[src/sv/shtp_pkg.sv]
// Shared types, constants and functions of the string hash table probe.
package shtp_pkg;

    localparam int TABLE_DEPTH_DEF = 256;
    localparam int MAX_NAME_DEF    = 32;
    localparam int CFG_W           = 9;
    localparam int CHAR_W          = 8;
    localparam int HASH_W          = 32;
    localparam int STATUS_W        = 3;
    localparam int SLOT_OUT_W      = 8;
    localparam int OUT_TDATA_W     = 16;
    localparam logic [CFG_W-1:0] TS_RESET = 9'd256;

    typedef enum logic [STATUS_W-1:0] {
        ST_FOUND     = 3'd0,
        ST_INSERTED  = 3'd1,
        ST_NOT_FOUND = 3'd2,
        ST_FULL      = 3'd3,
        ST_TOO_LONG  = 3'd4
    } t_status;

    typedef enum logic [3:0] {
        S_IDLE,
        S_START,
        S_DIV,
        S_PROBE,
        S_LEN_CHK,
        S_CMP_RD,
        S_CMP_CHK,
        S_STEP,
        S_COPY_RD,
        S_COPY_WR,
        S_DONE
    } t_state;

    typedef struct packed {
        logic    div_first;
        logic    div_next;
        logic    load_slot;
        logic    steps_clr;
        logic    steps_inc;
        logic    idx_clr;
        logic    idx_inc;
        logic    len_wr;
        logic    copy_wr;
        logic    set_occ;
        logic    res_load;
        t_status res_status;
        logic    res_use_slot;
        logic    out_load;
    } t_dp_cmd;

    typedef struct packed {
        logic too_long;
        logic div_done;
        logic occ;
        logic steps_done;
        logic len_eq;
        logic char_eq;
        logic idx_last;
        logic kind;
        logic out_free;
    } t_dp_stat;

    // Per-character hash value, wraps mod 2^32.
    function automatic logic [HASH_W-1:0] char_value(input logic [CHAR_W-1:0] c);
        logic [HASH_W-1:0] cx;
        cx = HASH_W'(c);
        if (c >= 8'd65 && c <= 8'd90) begin
            char_value = cx - 32'd65 + 32'd26;
        end else begin
            char_value = cx - 32'd97;
        end
    endfunction

endpackage

[src/sv/shtp_ctrl.sv]
// Controller: sequences hashing, probe walk, name compare and insert copy.
module shtp_ctrl
    import shtp_pkg::*;
(
    input  logic     i_clk,
    input  logic     i_rst_n,
    input  logic     i_in_valid,
    input  logic     i_in_last,
    output logic     o_in_ready,
    input  t_dp_stat i_stat,
    output t_dp_cmd  o_cmd
);

    t_state r_state;
    t_state n_state;

    always_ff @(posedge i_clk) begin
        if (!i_rst_n) begin
            r_state <= S_IDLE;
        end else begin
            r_state <= n_state;
        end
    end

    always_comb begin
        n_state    = r_state;
        o_cmd      = '0;
        o_in_ready = 1'b0;
        unique case (r_state)
            S_IDLE: begin
                o_in_ready = 1'b1;
                if (i_in_valid && i_in_last) begin
                    n_state = S_START;
                end
            end
            S_START: begin
                if (i_stat.too_long) begin
                    o_cmd.res_load   = 1'b1;
                    o_cmd.res_status = ST_TOO_LONG;
                    n_state          = S_DONE;
                end else begin
                    o_cmd.div_first = 1'b1;
                    o_cmd.steps_clr = 1'b1;
                    n_state         = S_DIV;
                end
            end
            S_DIV: begin
                if (i_stat.div_done) begin
                    o_cmd.load_slot = 1'b1;
                    n_state         = S_PROBE;
                end
            end
            S_PROBE: begin
                o_cmd.idx_clr = 1'b1;
                if (i_stat.steps_done || !i_stat.occ) begin
                    if (i_stat.kind && !i_stat.steps_done) begin
                        o_cmd.len_wr = 1'b1;
                        n_state      = S_COPY_RD;
                    end else begin
                        o_cmd.res_load   = 1'b1;
                        o_cmd.res_status = i_stat.kind ? ST_FULL : ST_NOT_FOUND;
                        n_state          = S_DONE;
                    end
                end else begin
                    n_state = S_LEN_CHK;
                end
            end
            S_LEN_CHK: begin
                n_state = i_stat.len_eq ? S_CMP_RD : S_STEP;
            end
            S_CMP_RD: begin
                n_state = S_CMP_CHK;
            end
            S_CMP_CHK: begin
                if (!i_stat.char_eq) begin
                    n_state = S_STEP;
                end else if (i_stat.idx_last) begin
                    o_cmd.res_load     = 1'b1;
                    o_cmd.res_status   = ST_FOUND;
                    o_cmd.res_use_slot = 1'b1;
                    n_state            = S_DONE;
                end else begin
                    o_cmd.idx_inc = 1'b1;
                    n_state       = S_CMP_RD;
                end
            end
            S_STEP: begin
                o_cmd.steps_inc = 1'b1;
                o_cmd.div_next  = 1'b1;
                n_state         = S_DIV;
            end
            S_COPY_RD: begin
                n_state = S_COPY_WR;
            end
            S_COPY_WR: begin
                o_cmd.copy_wr = 1'b1;
                if (i_stat.idx_last) begin
                    o_cmd.set_occ      = 1'b1;
                    o_cmd.res_load     = 1'b1;
                    o_cmd.res_status   = ST_INSERTED;
                    o_cmd.res_use_slot = 1'b1;
                    n_state            = S_DONE;
                end else begin
                    o_cmd.idx_inc = 1'b1;
                    n_state       = S_COPY_RD;
                end
            end
            S_DONE: begin
                if (i_stat.out_free) begin
                    o_cmd.out_load = 1'b1;
                    n_state        = S_IDLE;
                end
            end
            default: begin
                n_state = S_IDLE;
            end
        endcase
    end

endmodule

[config.mk]
export PLATFORM = sky130hd
export DESIGN_NAME = shtp_ctrl
export DESIGN_NICKNAME = d
export VERILOG_FILES = /design/src/sv/shtp_pkg.sv /design/src/sv/shtp_ctrl.sv
export SDC_FILE = /design/constraint.sdc
export NUM_CORES = 1
export LEC_CHECK = 0
export BUFFER_PORTS_ARGS = -buffer_cell sky130_fd_sc_hd__buf_2
export CORE_AREA = 2 2 39 41
export DETAILED_ROUTE_END_ITERATION = 6
export DIE_AREA = 0 0 41 43
export PLACE_DENSITY = 0.75
export SYNTH_ARGS = -nofsm -noshare
export SYNTH_HDL_FRONTEND = slang
export SYNTH_SLANG_ARGS = --single-unit
[constraint.sdc]
create_clock -name i_clk -period 1.9 [get_ports i_clk]
set_input_delay 0.095 -clock i_clk [delete_from_list [all_inputs] [get_ports i_clk]]
set_output_delay 0.095 -clock i_clk [all_outputs]
set_load 0.005 [all_outputs]
==> key figures, run 1 <==
Outcome
  • Status: finished, final reports clean

Cells and area
  • Top flop regs: r_state x4
  • Nets: 104
  • Diode count: 0
  • Max reg flops: 4
  • Largest Register: r_state
  • Layout area overhead: 32.9%
  • Share of cells above drive strength 1: 0.427

Global route
  • Vias in the first global route: 430
  • GRT busiest layer: met2
  • Initial antenna violation count: 0
  • M1 GR Usage: 0.186
  • Met3 Usage GRT: 0.0157
  • Gr ovfl total: 0
  • Largest net degree at the start of global routing: 15
  • Met2 GRT Util: 0.197
  • Global-route wire length before repair: 1.68 mm
  • Global Route Usage Sum: 0.134

STA
  • Count of pins over their slew limit: 0
  • Setup Skew: 0.00456 ns
  • Setup TNS: 0 ns
  • Hold Vio Cnt, Final: 0
  • Max Freq: 0.586 GHz
  • Final period utilization: 0.899
  • Number of setup violations in the final report: 0
  • Max_slew headroom: 0.713
  • Period minus WS final: 1.71 ns
  • WHS: 0.124 ns
  • Worst-margin pin slew: 0.419 ns
  • RSZ-0062 raised after global routing: no

Critical path
  • Worst setup SP type: flip-flop
  • CP required: 1.80 ns
  • Critical Path End Type: output port
  • Flop-to-flop setup slack: 0.40 ns
  • FF-to-FF Start: r_state[3]
  • WP data arrival: 1.61 ns
  • CP Class: flip-flop to output port
  • Crit Reg-Reg Endpoint: r_state[1]
  • R2R depth: 3
  • Crit Path Max Fanout: 13

Clocking
  • Clock-pin slew on the worst setup and hold paths: 0.04 ns
  • Clk buf depth: 2
  • TritonCTS Buffers: 3
  • Clk root buf: clkbuf_4
  • H-Tree Depth: 1
  • Post-CTS Hold Fix Bufs: 0
  • Clk_lat worst skew: 0.23 ns
  • CTS tree: yes
  • CTS sink count: 4

Detailed routing
  • Routed Antenna Nets: 0
  • Via count: 547
  • DRC: 0
  • Wire length per cell: 11.2 um
  • DR iter-0 viols: 5
  • Drt pass-1 iters: 4
  • Vias per Instance: 5.21
  • Final wirelength: 1.17 mm

Power
  • Comb pwr share: 0.475
  • Leakage: 0.305 nW
  • Clk pwr share: 0.183
  • Sequential share of power: 0.342
  • Switch share: 0.429
  • Internal power: 0.319 mW
  • Pwr Density: 906 nW/um^2
  • VDD IR max: 0.580 mV
  • Psw: 0.240 mW
  • Total power: 0.559 mW

Yosys
  • Yosys warns: 0
  • EDFF count, synth: 0
  • Dominant synthesized flop cell: dfxtp_1
  • Synth area leaders: dfxtp_1 17%, buf_4 4.9%, nand2_1 4.9%, nand2b_1 4.0%, nor4b_1 3.8%
  • Ys async rst share: 0
  • Syn_nets: 76
  • Seq/Total Area, Yosys: 0.173
  • Most frequent cell after synthesis: nand2_1
  • Top cell type's share of synthesized area: 0.173
  • Gate count after technology mapping: 63
  • Mapped Area: 464 sq um
  • Yosys reg bits: 4
  • Largest area contributor in the netlist: dfxtp_1
  • Yosys cell types: 34
  • Syn avg cell area: 7.37 sq um
  • Synth cell count leaders: 6 x nand2_1, 4 x dfxtp_1, 4 x nor2_1

Floorplan
  • I/O pins: 30
  • Core ar.: 1380 sq um
  • Die area: 1760 sq um
  • Initial Util: 0.335
  • Die width: 41 um
  • Chip Height: 43 um
  • Core Rows: 14

Min path
  • Worst Hold Class: input pin to flip-flop
  • End of the worst hold path: r_state[3]
  • Hold_sp: i_rst_n
  • Hold path cells: 2

Placement
  • PortBufs: 29
  • Final GP Congestion: 0.763
  • Hpwl dp: 920 um

Job
  • Max_cap viols: 0
==> kinds of logic (layout without fill, tap and decap cells) <==
kind of cell	count (synthesis)	count (layout)	share of synthesized area
AND/OR/NAND/NOR	34	34	0.466
AO/OA/AOI/OAI	16	16	0.245
buffers and inverters	8	34	0.0970
flip-flops	4	4	0.173
XOR/XNOR	1	1	0.0189
==> how the worst max path moves through the flow <==
stage / startpoint / endpoint / slack, ns / cells past startpoint
CTS: r_state[2] / o_cmd[5] / 0.04 / 5
global placement: r_state[2] / o_cmd[5] / 0.35 / 5
finish: r_state[0] / o_cmd[5] / 0.19 / 5
floorplan: r_state[2] / r_state[1] / 0.67 / 4
global route: r_state[0] / o_cmd[5] / 0.07 / 5
detailed placement: r_state[2] / o_cmd[5] / 0.30 / 5
==> critical path: stages (launching register included) <==
cell and delay, ns:
dfxtp_1 0.59, nor2b_1 0.11, nand4_1 0.11, a21oi_1 0.08
or3_1 0.36, buf_2 0.13
==> per-stage QoR <==
stage / std cells / cell area [sq um] / utilization / worst slack [ns]
3_5_place_dp: 102 / 592 / 0.428 / 0.296
2_1_floorplan: 63 / 464 / - / 0.674
6_report: 105 / 617 / 0.446 / 0.192
3_3_place_gp: 102 / 592 / 0.428 / 0.352
4_1_cts: 105 / 614 / 0.444 / 0.0363
5_1_grt: 105 / 617 / 0.446 / 0.0689
==> per-layer routing <==
metal	vias to the layer above	wire, um
met5	-	0
met4	0	15
met3	2	66
met2	17	567
met1	244	525
li1	284	-
==> power groups by stage <==
| stage | sequential, mW | clock (mW) | combinational [mW] |
|---|---|---|---|
| 2_1_floorplan | 0.134 | 0 | 0.240 |
| 3_3_place_gp | 0.188 | 0 | 0.262 |
| 3_5_place_dp | 0.191 | 0 | 0.267 |
| 4_1_cts | 0.189 | 0.109 | 0.267 |
| 5_1_grt | 0.201 | 0.116 | 0.296 |
| 6_report | 0.191 | 0.102 | 0.265 |
==> layout by cell type (no fill, tap or decap), types with 2 or more instances in the layout <==
cell / n
nand2_1: 6
buf_2: 29
nand3b_1: 2
nor3_1: 3
dfxtp_2: 2
nor4b_1: 2
a21oi_1: 3
nor2b_1: 2
nand2b_1: 3
nor4_1: 2
o21a_1: 2
dfxtp_1: 2
clkbuf_4: 3
o21ai_0: 3
inv_1: 2
nor2_1: 4
==> cell type report <==
| cell class | count | area (sq um) |
|---|---|---|
| fill | 159 | 767 |
| multi-input combinational | 51 | 339 |
| clock buffer | 3 | 22.5 |
| sequential | 4 | 82.6 |
| inverter | 2 | 7.51 |
| timing repair buffer | 29 | 145 |
| tap | 16 | 20.0 |
==> what timing repair did <==
action                                 in CTS  in global routing
setup buffers                               0                  0
setup endpoints to repair                   0                  1
endpoints found under the hold margin       0                  0
gates resized for setup                     0                  2
No activity file was read; power rests on OpenSTA's default activity.
==> inputs of run 2 (changes only) <==
Settings changed: CTS_CLUSTER_DIAMETER set to 200, PLACE_DENSITY 0.75 to 0.68.
==> key figures, run 2 (synthesized netlist as in run 1, its figures left out) <==
STA
  • Final period utilization: 0.924 (+0.0254)
  • RSZ-0062 raised after global routing: no
  • Setup Skew: 0.00250 ns (-0.00206 ns)
  • Max Freq: 0.570 GHz (-2.7%)
  • Max_slew headroom: 0.686 (-0.0276)
  • Setup TNS: 0 ns (unchanged)
  • Worst-margin pin slew: 0.471 ns (+0.0516 ns)
  • Number of setup violations in the final report: 0 (unchanged)
  • Period minus WS final: 1.76 ns (+0.0482 ns)
  • Hold Vio Cnt, Final: 0 (unchanged)
  • Count of pins over their slew limit: 0 (unchanged)

Detailed routing
  • DRT met1 WL: 523 um (-0.38%)
  • Drt pass-1 iters: 4 (unchanged)
  • Via count: 560 (+2.4%)
  • Final wirelength: 1.23 mm (+5.1%)
  • DR iter-0 viols: 8 (+3)
  • DRC: 0 (unchanged)
  • Routed Antenna Nets: 0 (unchanged)
  • Wire length per cell: 11.6 um (+4.1%)
  • DR WL met3: 56 um (-15%)
  • Vias per Instance: 5.28 (+1.4%)
  • DR top layer: met4
  • DR WL met2: 644 um (+14%)

Clocking
  • Clk root buf: clkbuf_4
  • Post-CTS setup buffers: 0 (unchanged)
  • CTS tree: yes
  • Clock-pin slew on the worst setup and hold paths: 0.03 ns (about the same)
  • Post-CTS Hold Fix Bufs: 0 (unchanged)
  • Clk_lat worst skew: 0.23 ns (about the same)
  • CTS sink count: 4 (unchanged)
  • PostCTS Resize Cnt: 0 (unchanged)
  • Clk buf depth: 2 (unchanged)
  • H-Tree Depth: 1 (unchanged)
  • TritonCTS Buffers: 3 (unchanged)

Cells and area
  • FILL cells: 156 (-1.9%)
  • Multi-input gate area: 339 sq um (unchanged)
  • Commonest non-fill, non-tap cells in the layout: 29 x buf_2, 6 x nand2_1, 4 x nor2_1, 4 x dfxtp_1
  • Diode count: 0 (unchanged)
  • Layout area overhead: 34.0%
  • Register cell area after layout: 80.1 sq um (-3.0%)
  • Largest Register: r_state
  • Share of cells above drive strength 1: 0.411 (-0.0159)
  • Max reg flops: 4 (unchanged)
  • Final Util: 0.449 (+0.00362)
  • Commonest non-fill, non-tap cell in the layout: buf_2
  • Finished Layout Cells: 106 (+0.95%)
  • Nets: 105 (+0.96%)
  • Top flop regs: r_state x4

Floorplan
  • Die area: 1760 sq um (unchanged)
  • Chip Height: 43 um (unchanged)
  • I/O pins: 30 (unchanged)
  • Core ar.: 1380 sq um (unchanged)
  • Die width: 41 um (unchanged)
  • Core Rows: 14 (unchanged)
  • Initial Util: 0.335 (unchanged)

Global route
  • Global Route Usage Sum: 0.161 (+0.0278)
  • Global-route wire length before repair: 1.97 mm (+17%)
  • Initial antenna violation count: 0 (unchanged)
  • Vias in the first global route: 488 (+13%)
  • Largest net degree at the start of global routing: 15 (unchanged)
  • Gr ovfl total: 0 (unchanged)

Min path
  • Worst Hold Class: input pin to flip-flop

Placement
  • Hpwl dp: 978 um (+6.3%)
  • Final GP Congestion: 0.760 (-0.35%)
  • PortBufs: 29 (unchanged)
  • DP Cell Count: 103 (+0.98%)

Power
  • Total power: 0.558 mW (-0.18%)
  • Pwr Density: 897 nW/um^2 (-0.99%)
  • Leakage: 0.310 nW (+1.5%)
  • VDD IR max: 0.572 mV (-1.5%)

Critical path
  • CP required: 1.80 ns (about the same)
  • Critical Path End Type: output port
  • CP Class: flip-flop to output port
  • WP data arrival: 1.66 ns (+0.05 ns)
  • Crit Path Max Fanout: 14 (+1)
  • Worst setup SP type: flip-flop

Outcome
  • Status: finished, final reports clean

Job
  • Max_cap viols: 0 (unchanged)
[run 2: metrics by stage]
step                      hold WS, ns  setup slack [ns]  cell area (sq um)
after floorplan                 0.212             0.674                464
after global placement          0.351             0.416                599
after detailed placement        0.358             0.382                599
after CTS                       0.111             0.122                622
after global routing            0.137            0.0266                622
final                           0.124             0.144                622
[run 2: final cells by class]
cell class / instances / area share
Clock buffer: 3 / 0.0362
Inverter: 2 / 0.0121
Multi-Input combinational cell: 51 / 0.545
Sequential cell: 4 / 0.129
Tap cell: 16 / 0.0322
Timing Repair Buffer: 30 / 0.245
[run 2: where the power goes]
part	switching, mW	internal, mW	leakage (nW)
Clock	0.0305	0.0703	0.0138
Sequential	0.0810	0.108	0.0327
Combinational	0.127	0.141	0.263
[run 2: worst paths after layout]
kind,slack (ns),from,endpoint,cells after the start
worst max-delay path,0.14,r_state[1],o_cmd[5],5
worst min-delay path,0.12,i_rst_n,r_state[3],2
worst max register to register,0.45,r_state[1],r_state[1],3
worst min register to register,0.71,r_state[2],r_state[2],3
[run 2: routing by layer]
layer | global-route usage | up-vias
met4 | 0.113 | 0
li1 | - | 288
met2 | 0.253 | 12
met5 | 0 | -
met3 | 0.0366 | 2
met1 | 0.179 | 258
[run 2: worst max-delay path, stage by stage (launching register included)]
cell and delay (ns):
dfxtp_1 0.58, inv_1 0.17, nand3b_1 0.12, a21oi_1 0.09
or3_1 0.35, buf_2 0.13
